## src/pmdu_pkg.sv

```systemverilog
`default_nettype none
package pmdu_pkg;

	localparam int MAX_DATA_FIELD_DEF = 255;

	localparam int BYTE_W   = 8;
	localparam int POS_W    = 9;
	localparam int CHUNK_W  = 64;
	localparam int CNT_W    = 4;
	localparam int CFG_IDX_W = 1;
	localparam int CFG_DATA_W = 8;

	localparam logic [CFG_IDX_W-1:0] REG_STREAM_PACKET_ID = 1'b0;
	localparam logic [CFG_IDX_W-1:0] REG_DATA_FIELD_BYTES = 1'b1;

	localparam logic [15:0] CRC_POLY = 16'h1021;
	localparam logic [15:0] CRC_INIT = 16'hFFFF;

	// packet being streamed out
	typedef struct packed {
		logic [BYTE_W-1:0] header;
		logic              pad;
		logic [BYTE_W-1:0] used;
		logic [BYTE_W-1:0] len;
	} pkt_desc_t;

	// position handed to the read stage
	typedef struct packed {
		logic             valid;
		logic [POS_W-1:0] pos;
	} issue_t;

	function automatic logic [15:0] crc16_byte(input logic [15:0] crc_in,
			input logic [BYTE_W-1:0] b);
		logic [15:0] c;
		c = crc_in ^ {b, 8'h00};
		for (int i = 0; i < 8; i++) begin
			if (c[15]) begin
				c = {c[14:0], 1'b0} ^ CRC_POLY;
			end else begin
				c = {c[14:0], 1'b0};
			end
		end
		return c;
	endfunction

endpackage
`default_nettype wire

```

## src/pmdu_byte_if.sv

```systemverilog
`default_nettype none
interface pmdu_byte_if;
	logic       valid;
	logic       ready;
	logic [7:0] data_byte;
	logic       end_of_unit;

	modport source (output valid, output data_byte, output end_of_unit, input ready);
	modport sink (input valid, input data_byte, input end_of_unit, output ready);
endinterface
`default_nettype wire

```

## src/pmdu_chunk_if.sv

```systemverilog
`default_nettype none
interface pmdu_chunk_if;
	logic        valid;
	logic        ready;
	logic [63:0] chunk;
	logic [3:0]  chunk_bytes;
	logic        end_of_packet;

	modport source (output valid, output chunk, output chunk_bytes, output end_of_packet,
		input ready);
	modport sink (input valid, input chunk, input chunk_bytes, input end_of_packet,
		output ready);
endinterface
`default_nettype wire

```

## src/packet_mode_data_unit_encoder.sv

```systemverilog
`default_nettype none
// Packet-mode data unit encoder. Bytes of a data unit come in on the data
// channel, one word per cycle, with end_of_unit on the last byte; they are
// stored in a packet buffer memory. When the buffer holds one data field or the
// unit ends, the packet (header, data field with count byte and zero padding if
// short, CRC-16 x16+x12+x5+1 preset FFFF and inverted) leaves on the chunks
// channel as big-endian words of up to eight bytes, end_of_packet on the word
// with the last CRC byte. Bytes are taken at one per cycle until a packet
// closes; the data channel then stays not ready while the packet is read
// out of the buffer memory, one byte per cycle through its single read port
// unless the chunks channel stalls. Configuration (index 0 stream_packet_id,
// index 1 data_field_bytes) is written via cfg_we, cfg_index and cfg_data; the
// user must write it only while the block is idle, which it does not enforce.
// A new packet id restarts the continuity index. No clearing pass after reset.
module packet_mode_data_unit_encoder #(
	parameter int MAX_DATA_FIELD = pmdu_pkg::MAX_DATA_FIELD_DEF
) (
	input  wire logic                            clk,
	input  wire logic                            arst_n,
	input  wire logic                            cfg_we,
	input  wire logic [pmdu_pkg::CFG_IDX_W-1:0]  cfg_index,
	input  wire logic [pmdu_pkg::CFG_DATA_W-1:0] cfg_data,
	pmdu_byte_if.sink                            data,
	pmdu_chunk_if.source                         chunks
);
	import pmdu_pkg::*;

	localparam int AW = (MAX_DATA_FIELD > 1) ? $clog2(MAX_DATA_FIELD) : 1;

	logic          wr_en;
	logic [AW-1:0] wr_addr;
	logic [7:0]    wr_data;
	logic [AW-1:0] rd_addr;
	logic [7:0]    rd_data;
	logic          advance;
	logic          done;
	pkt_desc_t     desc;
	issue_t        issue;

	pmdu_ctrl #(
		.MAX_DATA_FIELD (MAX_DATA_FIELD),
		.AW             (AW)
	) u_ctrl (
		.clk       (clk),
		.arst_n    (arst_n),
		.cfg_we    (cfg_we),
		.cfg_index (cfg_index),
		.cfg_data  (cfg_data),
		.data      (data),
		.wr_en     (wr_en),
		.wr_addr   (wr_addr),
		.wr_data   (wr_data),
		.rd_addr   (rd_addr),
		.desc      (desc),
		.issue     (issue),
		.advance   (advance),
		.done      (done)
	);

	pmdu_buffer #(
		.DEPTH (MAX_DATA_FIELD),
		.AW    (AW)
	) u_buffer (
		.clk     (clk),
		.wr_en   (wr_en),
		.wr_addr (wr_addr),
		.wr_data (wr_data),
		.rd_en   (advance),
		.rd_addr (rd_addr),
		.rd_data (rd_data)
	);

	pmdu_asm u_asm (
		.clk     (clk),
		.arst_n  (arst_n),
		.desc    (desc),
		.issue   (issue),
		.rd_data (rd_data),
		.advance (advance),
		.done    (done),
		.chunks  (chunks)
	);
endmodule
`default_nettype wire

```

## src/pmdu_buffer.sv

```systemverilog
`default_nettype none
module pmdu_buffer #(
	parameter int DEPTH = 255,
	parameter int AW    = 8
) (
	input  wire logic          clk,
	input  wire logic          wr_en,
	input  wire logic [AW-1:0] wr_addr,
	input  wire logic [7:0]    wr_data,
	input  wire logic          rd_en,
	input  wire logic [AW-1:0] rd_addr,
	output logic [7:0]         rd_data
);
	logic [7:0] mem [DEPTH];
	logic [7:0] rd_q;

	always_ff @(posedge clk) begin
		if (wr_en) begin
			mem[wr_addr] <= wr_data;
		end
		// read data holds while the read stage is stalled
		if (rd_en) begin
			rd_q <= mem[rd_addr];
		end
	end

	assign rd_data = rd_q;
endmodule
`default_nettype wire

```

## src/pmdu_ctrl.sv

```systemverilog
`default_nettype none
module pmdu_ctrl #(
	parameter int MAX_DATA_FIELD = 255,
	parameter int AW             = 8
) (
	input  wire logic                        clk,
	input  wire logic                        arst_n,
	input  wire logic                        cfg_we,
	input  wire logic [pmdu_pkg::CFG_IDX_W-1:0]  cfg_index,
	input  wire logic [pmdu_pkg::CFG_DATA_W-1:0] cfg_data,
	pmdu_byte_if.sink                        data,
	output logic                             wr_en,
	output logic [AW-1:0]                    wr_addr,
	output logic [7:0]                       wr_data,
	output logic [AW-1:0]                    rd_addr,
	output pmdu_pkg::pkt_desc_t              desc,
	output pmdu_pkg::issue_t                 issue,
	input  wire logic                        advance,
	input  wire logic                        done
);
	import pmdu_pkg::*;

	localparam logic [BYTE_W-1:0] MAX_LEN = BYTE_W'(MAX_DATA_FIELD);

	logic [1:0]        pkt_id_q;
	logic [7:0]        dfb_q;
	logic [BYTE_W-1:0] fill_q;
	logic              start_q;
	logic [2:0]        ci_q;
	logic              busy_q;
	logic              issuing_q;
	logic [POS_W-1:0]  pos_q;
	pkt_desc_t         desc_q;

	logic [BYTE_W-1:0] len_eff;
	logic              acc;
	logic              fill_lt;
	logic [BYTE_W-1:0] fill_new;
	logic              trigger;
	logic [BYTE_W-1:0] used;
	logic              pad;
	logic [POS_W-1:0]  last_pos;

	always_comb begin
		priority if (dfb_q == '0) begin
			len_eff = BYTE_W'(1);
		end else if (dfb_q > MAX_LEN) begin
			len_eff = MAX_LEN;
		end else begin
			len_eff = dfb_q;
		end
	end

	assign data.ready = !busy_q;
	assign acc        = data.valid && data.ready;
	assign fill_lt    = fill_q < len_eff;
	assign fill_new   = fill_lt ? fill_q + BYTE_W'(1) : fill_q;
	assign trigger    = acc && ((fill_new >= len_eff) || data.end_of_unit);
	assign used       = (fill_new < len_eff) ? fill_new : len_eff;
	assign pad        = used < len_eff;

	assign wr_en   = acc && fill_lt;
	assign wr_addr = fill_q[AW-1:0];
	assign wr_data = data.data_byte;

	// padded packets carry the count byte ahead of the data
	assign rd_addr = desc_q.pad ? AW'(pos_q - POS_W'(2)) : AW'(pos_q - POS_W'(1));

	assign last_pos    = POS_W'(desc_q.len) + POS_W'(2);
	assign desc        = desc_q;
	assign issue.valid = issuing_q;
	assign issue.pos   = pos_q;

	always_ff @(posedge clk or negedge arst_n) begin
		if (!arst_n) begin
			pkt_id_q  <= '0;
			dfb_q     <= 8'hFF;
			fill_q    <= '0;
			start_q   <= 1'b1;
			ci_q      <= '0;
			busy_q    <= 1'b0;
			issuing_q <= 1'b0;
			pos_q     <= '0;
		end else begin
			if (trigger) begin
				fill_q    <= '0;
				ci_q      <= ci_q + 3'd1;
				start_q   <= data.end_of_unit;
				busy_q    <= 1'b1;
				issuing_q <= 1'b1;
				pos_q     <= '0;
			end else if (acc) begin
				fill_q <= fill_new;
			end
			if (issuing_q && advance) begin
				if (pos_q == last_pos) begin
					issuing_q <= 1'b0;
				end else begin
					pos_q <= pos_q + POS_W'(1);
				end
			end
			if (done) begin
				busy_q <= 1'b0;
			end
			if (cfg_we) begin
				unique case (cfg_index)
					REG_STREAM_PACKET_ID: begin
						if (cfg_data[1:0] != pkt_id_q) begin
							ci_q <= '0;
						end
						pkt_id_q <= cfg_data[1:0];
					end
					REG_DATA_FIELD_BYTES: begin
						dfb_q <= cfg_data;
					end
				endcase
			end
		end
	end

	always_ff @(posedge clk) begin
		if (trigger) begin
			desc_q.header <= {start_q, data.end_of_unit, pkt_id_q, pad, ci_q};
			desc_q.pad    <= pad;
			desc_q.used   <= used;
			desc_q.len    <= len_eff;
		end
	end
endmodule
`default_nettype wire

```

## src/pmdu_asm.sv

```systemverilog
`default_nettype none
module pmdu_asm (
	input  wire logic           clk,
	input  wire logic           arst_n,
	input  wire pmdu_pkg::pkt_desc_t desc,
	input  wire pmdu_pkg::issue_t    issue,
	input  wire logic [7:0]     rd_data,
	output logic                advance,
	output logic                done,
	pmdu_chunk_if.source        chunks
);
	import pmdu_pkg::*;

	logic              valid_s1;
	logic [POS_W-1:0]  pos_s1;
	logic [15:0]       crc_q;
	logic [CHUNK_W-1:0] acc_q;
	logic [2:0]        acc_n_q;
	logic              out_valid_q;
	logic [CHUNK_W-1:0] chunk_q;
	logic [CNT_W-1:0]  bytes_q;
	logic              eop_q;

	logic [POS_W-1:0]  len9;
	logic [POS_W-1:0]  used9;
	logic [BYTE_W-1:0] b;
	logic              in_field;
	logic              last;
	logic              flush;
	logic              stall;
	logic              step;
	logic [CHUNK_W-1:0] acc_next;
	logic [15:0]       crc_out;

	assign len9    = POS_W'(desc.len);
	assign used9   = POS_W'(desc.used);
	assign crc_out = ~crc_q;

	always_comb begin
		priority if (pos_s1 == '0) begin
			b = desc.header;
		end else if (pos_s1 <= len9) begin
			if (desc.pad) begin
				priority if (pos_s1 == POS_W'(1)) begin
					b = desc.used;
				end else if (pos_s1 <= used9 + POS_W'(1)) begin
					b = rd_data;
				end else begin
					b = '0;
				end
			end else begin
				b = rd_data;
			end
		end else if (pos_s1 == len9 + POS_W'(1)) begin
			b = crc_out[15:8];
		end else begin
			b = crc_out[7:0];
		end
	end

	assign in_field = pos_s1 <= len9;
	assign last     = pos_s1 == len9 + POS_W'(2);
	assign flush    = (acc_n_q == 3'd7) || last;
	assign stall    = valid_s1 && flush && out_valid_q && !chunks.ready;
	assign advance  = !stall;
	assign step     = valid_s1 && advance;
	assign done     = step && last;
	// new byte lands just below the bytes already gathered
	assign acc_next = acc_q | ({b, {(CHUNK_W-BYTE_W){1'b0}}} >> {acc_n_q, 3'b000});

	always_ff @(posedge clk or negedge arst_n) begin
		if (!arst_n) begin
			valid_s1    <= 1'b0;
			acc_n_q     <= '0;
			acc_q       <= '0;
			out_valid_q <= 1'b0;
		end else begin
			if (advance) begin
				valid_s1 <= issue.valid;
			end
			if (step && flush) begin
				out_valid_q <= 1'b1;
			end else if (chunks.ready) begin
				out_valid_q <= 1'b0;
			end
			if (step) begin
				if (flush) begin
					acc_q   <= '0;
					acc_n_q <= '0;
				end else begin
					acc_q   <= acc_next;
					acc_n_q <= acc_n_q + 3'd1;
				end
			end
		end
	end

	always_ff @(posedge clk) begin
		if (advance) begin
			pos_s1 <= issue.pos;
		end
		if (step && in_field) begin
			crc_q <= crc16_byte((pos_s1 == '0) ? CRC_INIT : crc_q, b);
		end
		if (step && flush) begin
			chunk_q <= acc_next;
			bytes_q <= CNT_W'(acc_n_q) + CNT_W'(1);
			eop_q   <= last;
		end
	end

	assign chunks.valid         = out_valid_q;
	assign chunks.chunk         = chunk_q;
	assign chunks.chunk_bytes   = bytes_q;
	assign chunks.end_of_packet = eop_q;
endmodule
`default_nettype wire

```

## src/flat_wrapper.sv

```systemverilog
// flat-port wrapper written by rule: the top's interface ports become plain ports
module packet_mode_data_unit_encoder_flat import pmdu_pkg::*;
#(
	parameter int MAX_DATA_FIELD = pmdu_pkg::MAX_DATA_FIELD_DEF
)
  (clk, arst_n, cfg_we, cfg_index, cfg_data, data_valid, data_data_byte, data_end_of_unit, data_ready, chunks_valid, chunks_chunk, chunks_chunk_bytes, chunks_end_of_packet, chunks_ready);
  pmdu_byte_if data_i ();
  pmdu_chunk_if chunks_i ();
  input  wire logic clk;
  input  wire logic arst_n;
  input  wire logic cfg_we;
  input  wire logic [pmdu_pkg::CFG_IDX_W-1:0] cfg_index;
  input  wire logic [pmdu_pkg::CFG_DATA_W-1:0] cfg_data;
  input wire logic [$bits(data_i.valid)-1:0] data_valid;
  input wire logic [$bits(data_i.data_byte)-1:0] data_data_byte;
  input wire logic [$bits(data_i.end_of_unit)-1:0] data_end_of_unit;
  output wire logic [$bits(data_i.ready)-1:0] data_ready;
  output wire logic [$bits(chunks_i.valid)-1:0] chunks_valid;
  output wire logic [$bits(chunks_i.chunk)-1:0] chunks_chunk;
  output wire logic [$bits(chunks_i.chunk_bytes)-1:0] chunks_chunk_bytes;
  output wire logic [$bits(chunks_i.end_of_packet)-1:0] chunks_end_of_packet;
  input wire logic [$bits(chunks_i.ready)-1:0] chunks_ready;
  assign data_i.valid = data_valid;
  assign data_i.data_byte = data_data_byte;
  assign data_i.end_of_unit = data_end_of_unit;
  assign data_ready = data_i.ready;
  assign chunks_valid = chunks_i.valid;
  assign chunks_chunk = chunks_i.chunk;
  assign chunks_chunk_bytes = chunks_i.chunk_bytes;
  assign chunks_end_of_packet = chunks_i.end_of_packet;
  assign chunks_i.ready = chunks_ready;
  packet_mode_data_unit_encoder #(.MAX_DATA_FIELD(MAX_DATA_FIELD)) u_core (.clk(clk), .arst_n(arst_n), .cfg_we(cfg_we), .cfg_index(cfg_index), .cfg_data(cfg_data), .data(data_i), .chunks(chunks_i));
endmodule
```

## config.mk

```make
export PLATFORM = sky130hd
export DESIGN_NAME = packet_mode_data_unit_encoder_flat
export DESIGN_NICKNAME = d
export VERILOG_FILES = /design/src/pmdu_pkg.sv /design/src/pmdu_byte_if.sv /design/src/pmdu_chunk_if.sv /design/src/packet_mode_data_unit_encoder.sv /design/src/pmdu_buffer.sv /design/src/pmdu_ctrl.sv /design/src/pmdu_asm.sv /design/src/flat_wrapper.sv
export SDC_FILE = /design/constraint.sdc
export NUM_CORES = 2
export LEC_CHECK = 0
export BUFFER_PORTS_ARGS = -buffer_cell sky130_fd_sc_hd__clkbuf_2
export CELL_PAD_IN_SITES_DETAIL_PLACEMENT = 1
export CELL_PAD_IN_SITES_GLOBAL_PLACEMENT = 1
export CORE_UTILIZATION = 45
export CTS_BUF_LIST = sky130_fd_sc_hd__clkbuf_16
export DETAILED_ROUTE_END_ITERATION = 10
export GPL_TIMING_DRIVEN = 0
export PLACE_DENSITY = 0.78
export SYNTH_ARGS = -nofsm -noshare
export SYNTH_HDL_FRONTEND = slang
export SYNTH_HIERARCHICAL = 1
export SYNTH_SLANG_ARGS = --single-unit
```

## constraint.sdc

```tcl
create_clock -name clk -period 6 [get_ports clk]
set_clock_uncertainty 0.2 [all_clocks]
set_input_delay 1.5 -clock clk [delete_from_list [all_inputs] [get_ports clk]]
set_output_delay 1.5 -clock clk [all_outputs]
set_load 0.01 [all_outputs]
```

==> flow_summary.yaml <==
outcome:
  run_status: "complete, but fails checks"
  failed_checks: "max-capacitance violations, max-slew violations, negative setup slack"
drt:
  totalWireLength_um: 365000
  wl_per_cell_um: 44.5
  dr.pass1.iters: 8
  antenna_left: 0
  drt-initial-drc-count: 11100
  drc: 0
  viasPerCell: 7.06
  vias: 57900
pwr:
  pwr-share-comb: 0.466
  p_leak_uw: 0.0345
  p_sw_uw: 27400
  power.share.clock: 0.232
  intPower_uw: 34000
  max-vdd-ir-drop_mv: 0.409
  pwr-share-seq: 0.302
  netSwitchingFraction: 0.447
  power_uw: 61400
  power.density_mw_per_mm2: 586
logic_synthesis:
  synthesis.nets: 5040
  yosysSeqAreaShare: 0.732
  syn-cell-area_mm2: 0.0923
  postSynthCellCount: 4965
  ys_warn_count: 6
  synth_edf_count: 2166
  ys_types: 113
  synth_seq_cells: 2268
  synth_top_flop_cell: "edfxtp_1"
  postSynthAreaPerCell_um2: 18.6
  ys_async_sr_fraction: 0.0450
timing:
  hold_viol: 0
  worst-slew-pin-transition_ns: 1.69
  period_needed_ns: 6.63
  rsz0062_at_grt: "true"
  maxSlewViolCount: 52
  setup_ws_ns: -0.629
  setup_viol: 918
  max_slew_margin: -0.125
  fin_crit_sh: 1.10
  fmax_mhz: 151
die:
  core_area_mm2: 0.203
  die_x_um: 455
  pin_count: 94
  floorplan.initialDensity: 0.455
  die_h_um: 455
  rows: 165
  die-area_mm2: 0.207
layout:
  num-fill-cells: 18300
  final_util: 0.516
  fin_nets: 5390
  final_area_mm2: 0.105
  layout-area-overhead-vs-synth_pct: 13.4
  drive_above_1_share: 0.222
grt:
  grt_pass1_wl_um: 485000
  antenna_found_initial: 37
  grt_max_degree: 169
  gr-usage-all-layers: 0.351
  grt_overflow: 0
  grt_pass1_vias: 56000
clocking:
  clkSinkCount: 2268
  clk_path_buf_depth: 3
  h-tree-depth: 4
  root_buffer: "clkbuf_16"
  clk_latency_ns: 0.91
  cts_tree: "built"
  cts_buffers: 220
  clk_pin_slew_ns: 0.06
setup_path:
  cp.arrival_ns: 6.92
  crit_required_ns: 6.29
  crit_fanout: 11
  start_kind: "flip-flop"
  critPathCaptureType: "flip-flop"
  crit_type: "flip-flop to flip-flop"
place:
  io_buffer_count: 85
  place_area_mm2: 0.0965
  place_congestion: 1.07
  hpwl_um: 233000
hold_path:
  hp-class: "flip-flop to flip-flop"
job:
  cap_violations: 5
-- synth_stat cells (9+ instances only) --
cell	n	area, um2
edfxtp_1	2166	65000
mux4_2	382	8600
nor2_1	376	1410
nand2_1	240	901
mux2i_1	204	2040
a21oi_1	122	611
clkbuf_1	112	420
dfrtp_1	93	2330
nand3_1	84	420
mux4_1	60	1580
o221ai_1	60	526
o22ai_1	58	363
buf_2	57	285
ha_1	52	651
inv_1	49	184
o21bai_1	48	360
xnor2_1	45	394
o21ai_0	42	210
nor3_1	41	205
o21ai_1	40	200
buf_6	36	405
a21o_1	35	263
buf_4	31	233
buf_8	30	450
mux2_2	28	315
nor2b_1	28	175
xor2_1	28	245
a22oi_1	27	203
nand4_1	26	163
and3_1	23	144
a211oi_1	20	150
and2_1	20	125
a31oi_1	19	119
or3_1	17	106
a2111oi_0	16	140
buf_1	14	52.6
nand2b_1	13	81.3
o211ai_1	13	97.6
clkbuf_4	10	75.1
nor4_1	10	62.6
o31ai_1	10	75.1
dfstp_2	9	236
o21a_1	9	67.6
-- cell type report --
class | count | area (um2) | share of cell area
clock buffer | 222 | 5560 | 0.0531
inverter | 53 | 201 | 0.00192
clock inverter | 184 | 1760 | 0.0168
antenna | 32 | 80.1 | 0.000765
timing repair buffer | 133 | 1050 | 0.0101
tap | 2672 | 3340 | 0.0319
buffer | 295 | 2330 | 0.0223
multi-input combinational | 2344 | 22700 | 0.217
sequential | 2268 | 67600 | 0.646
-- power by group through the flow --
| stage | logic (uW) | clock network, uW | registers (uW) |
|---|---|---|---|
| 2_1_floorplan | 12700 | 0 | 18700 |
| 3_3_place_gp | 25300 | 0 | 18900 |
| 3_5_place_dp | 25900 | 0 | 18900 |
| 4_1_cts | 26300 | 14200 | 18500 |
| 5_1_grt | 27600 | 14700 | 18600 |
| 6_report | 28600 | 14200 | 18500 |
-- cells by family after synthesis --
kind of cell / after synthesis / synth area share
buffers and inverters: 353 / 0.0247
flip-flops: 2268 / 0.732
XOR/XNOR: 75 / 0.00728
AND/OR/NAND/NOR: 928 / 0.0456
adder cells (fa/ha/maj): 52 / 0.00705
multiplexers: 676 / 0.136
AO/OA/AOI/OAI: 613 / 0.0468
-- worst paths after layout --
kind	start	endpoint	slack, ns	cells past startpoint
worst max-delay path	u_core/u_ctrl/wr_addr[5]$_DFFE_PN0P_	u_core/u_buffer/mem[142][1]$_DFFE_PP_	-0.63	10
worst min-delay path	u_core/u_ctrl/pos_q[7]$_DFF_PN0_	u_core/u_asm/pos_s1[7]$_DFFE_PN_	0.25	0
worst max register to register	u_core/u_ctrl/wr_addr[5]$_DFFE_PN0P_	u_core/u_buffer/mem[142][1]$_DFFE_PP_	-0.63	10
worst min register to register	u_core/u_ctrl/pos_q[7]$_DFF_PN0_	u_core/u_asm/pos_s1[7]$_DFFE_PN_	0.25	0
max in group asynchronous	arst_n	u_core/u_asm/acc_q[58]$_DFFE_PN0P_	4.39	1
min in group asynchronous	arst_n	u_core/u_ctrl/pos_q[2]$_DFF_PN0_	0.53	1
-- per-stage QoR --
step / hold WS (ns) / setup TNS [ns] / setup WS, ns / std cells
2_1_floorplan: 0.220 / 0 / 1.25 / 4965
3_3_place_gp: 0.227 / -57.56 / -2.29 / 7722
3_5_place_dp: 0.236 / -35.34 / -1.72 / 7737
4_1_cts: 0.249 / -0.489 / -0.0705 / 8163
5_1_grt: 0.258 / -13.95 / -0.265 / 8173
6_report: 0.247 / -125.74 / -0.629 / 8203
-- worst max-delay path, cell delays in order (launching register included) --
cell and delay, ns:
dfrtp_1 0.92, ha_1 0.38, a21o_1 0.16, a21o_1 0.21
a21oi_2 0.39, nand2_1 0.18, nor2_1 0.43, clkbuf_1 0.49
nand4_1 1.00, clkbuf_2 0.83, nor2_1 1.05
-- routing by layer --
layer	part of all wire	routed length (um)	track usage	vias up
met5	0.0010	368	0	-
met4	0.086	31600	0.247	40
met2	0.42	154000	0.500	5866
li1	-	-	-	20800
met3	0.16	59900	0.157	1470
met1	0.33	119000	0.426	29700
-- placed cells by master, fill, tap and decap left out, types with 27 or more instances in the layout --
master,instances
xor2_1,28
o221ai_1,60
diode_2,32
dfrtp_1,93
buf_8,44
mux2i_1,204
clkbuf_1,66
mux4_1,60
nand2_1,239
o21bai_1,48
nor2b_1,28
buf_6,41
nor3_1,40
nor2_2,69
clkbuf_16,222
nor2_1,306
inv_1,93
o21ai_0,42
bufinv_16,28
o21ai_1,40
edfxtp_1,2166
ha_1,52
nand3_1,84
a21o_1,35
mux2_2,28
clkbuf_2,113
clkinv_2,36
clkbuf_4,27
a21oi_1,120
buf_4,80
clkinv_1,53
xnor2_1,44
o22ai_1,58
mux4_2,382
a22oi_1,27
-- state kept, by name (all words and copies together), names as in the netlist, 2 cells and up --
| signal | flops |
|---|---|
| u_core/u_ctrl/ci_q | 3 |
| u_core/u_buffer/rd_data | 8 |
| u_core/u_asm/acc_n_q | 3 |
| u_core/u_ctrl/pos_q | 9 |
| u_core/u_ctrl/wr_addr | 8 |
| u_core/u_ctrl/dfb_q | 8 |
| u_core/u_asm/chunks.chunk_bytes | 4 |
| u_core/u_asm/chunks.chunk | 64 |
| u_core/u_asm/pos_s1 | 9 |
| u_core/u_asm/crc_q | 16 |
| u_core/u_asm/acc_q | 64 |
| u_core/u_ctrl/pkt_id_q | 2 |
| u_core/u_buffer/mem | 2040 |
| u_core/u_ctrl/desc | 24 |
-- what timing repair did --
item / in CTS / in global routing
pin swaps: 17 / 8
hold buffers: 0 / 0
setup endpoints to repair: 314 / 582
hold endpoints to repair: 0 / 0
gates resized for setup: 102 / 77
setup buffers: 24 / 7
(Power assumes the default switching activity.)
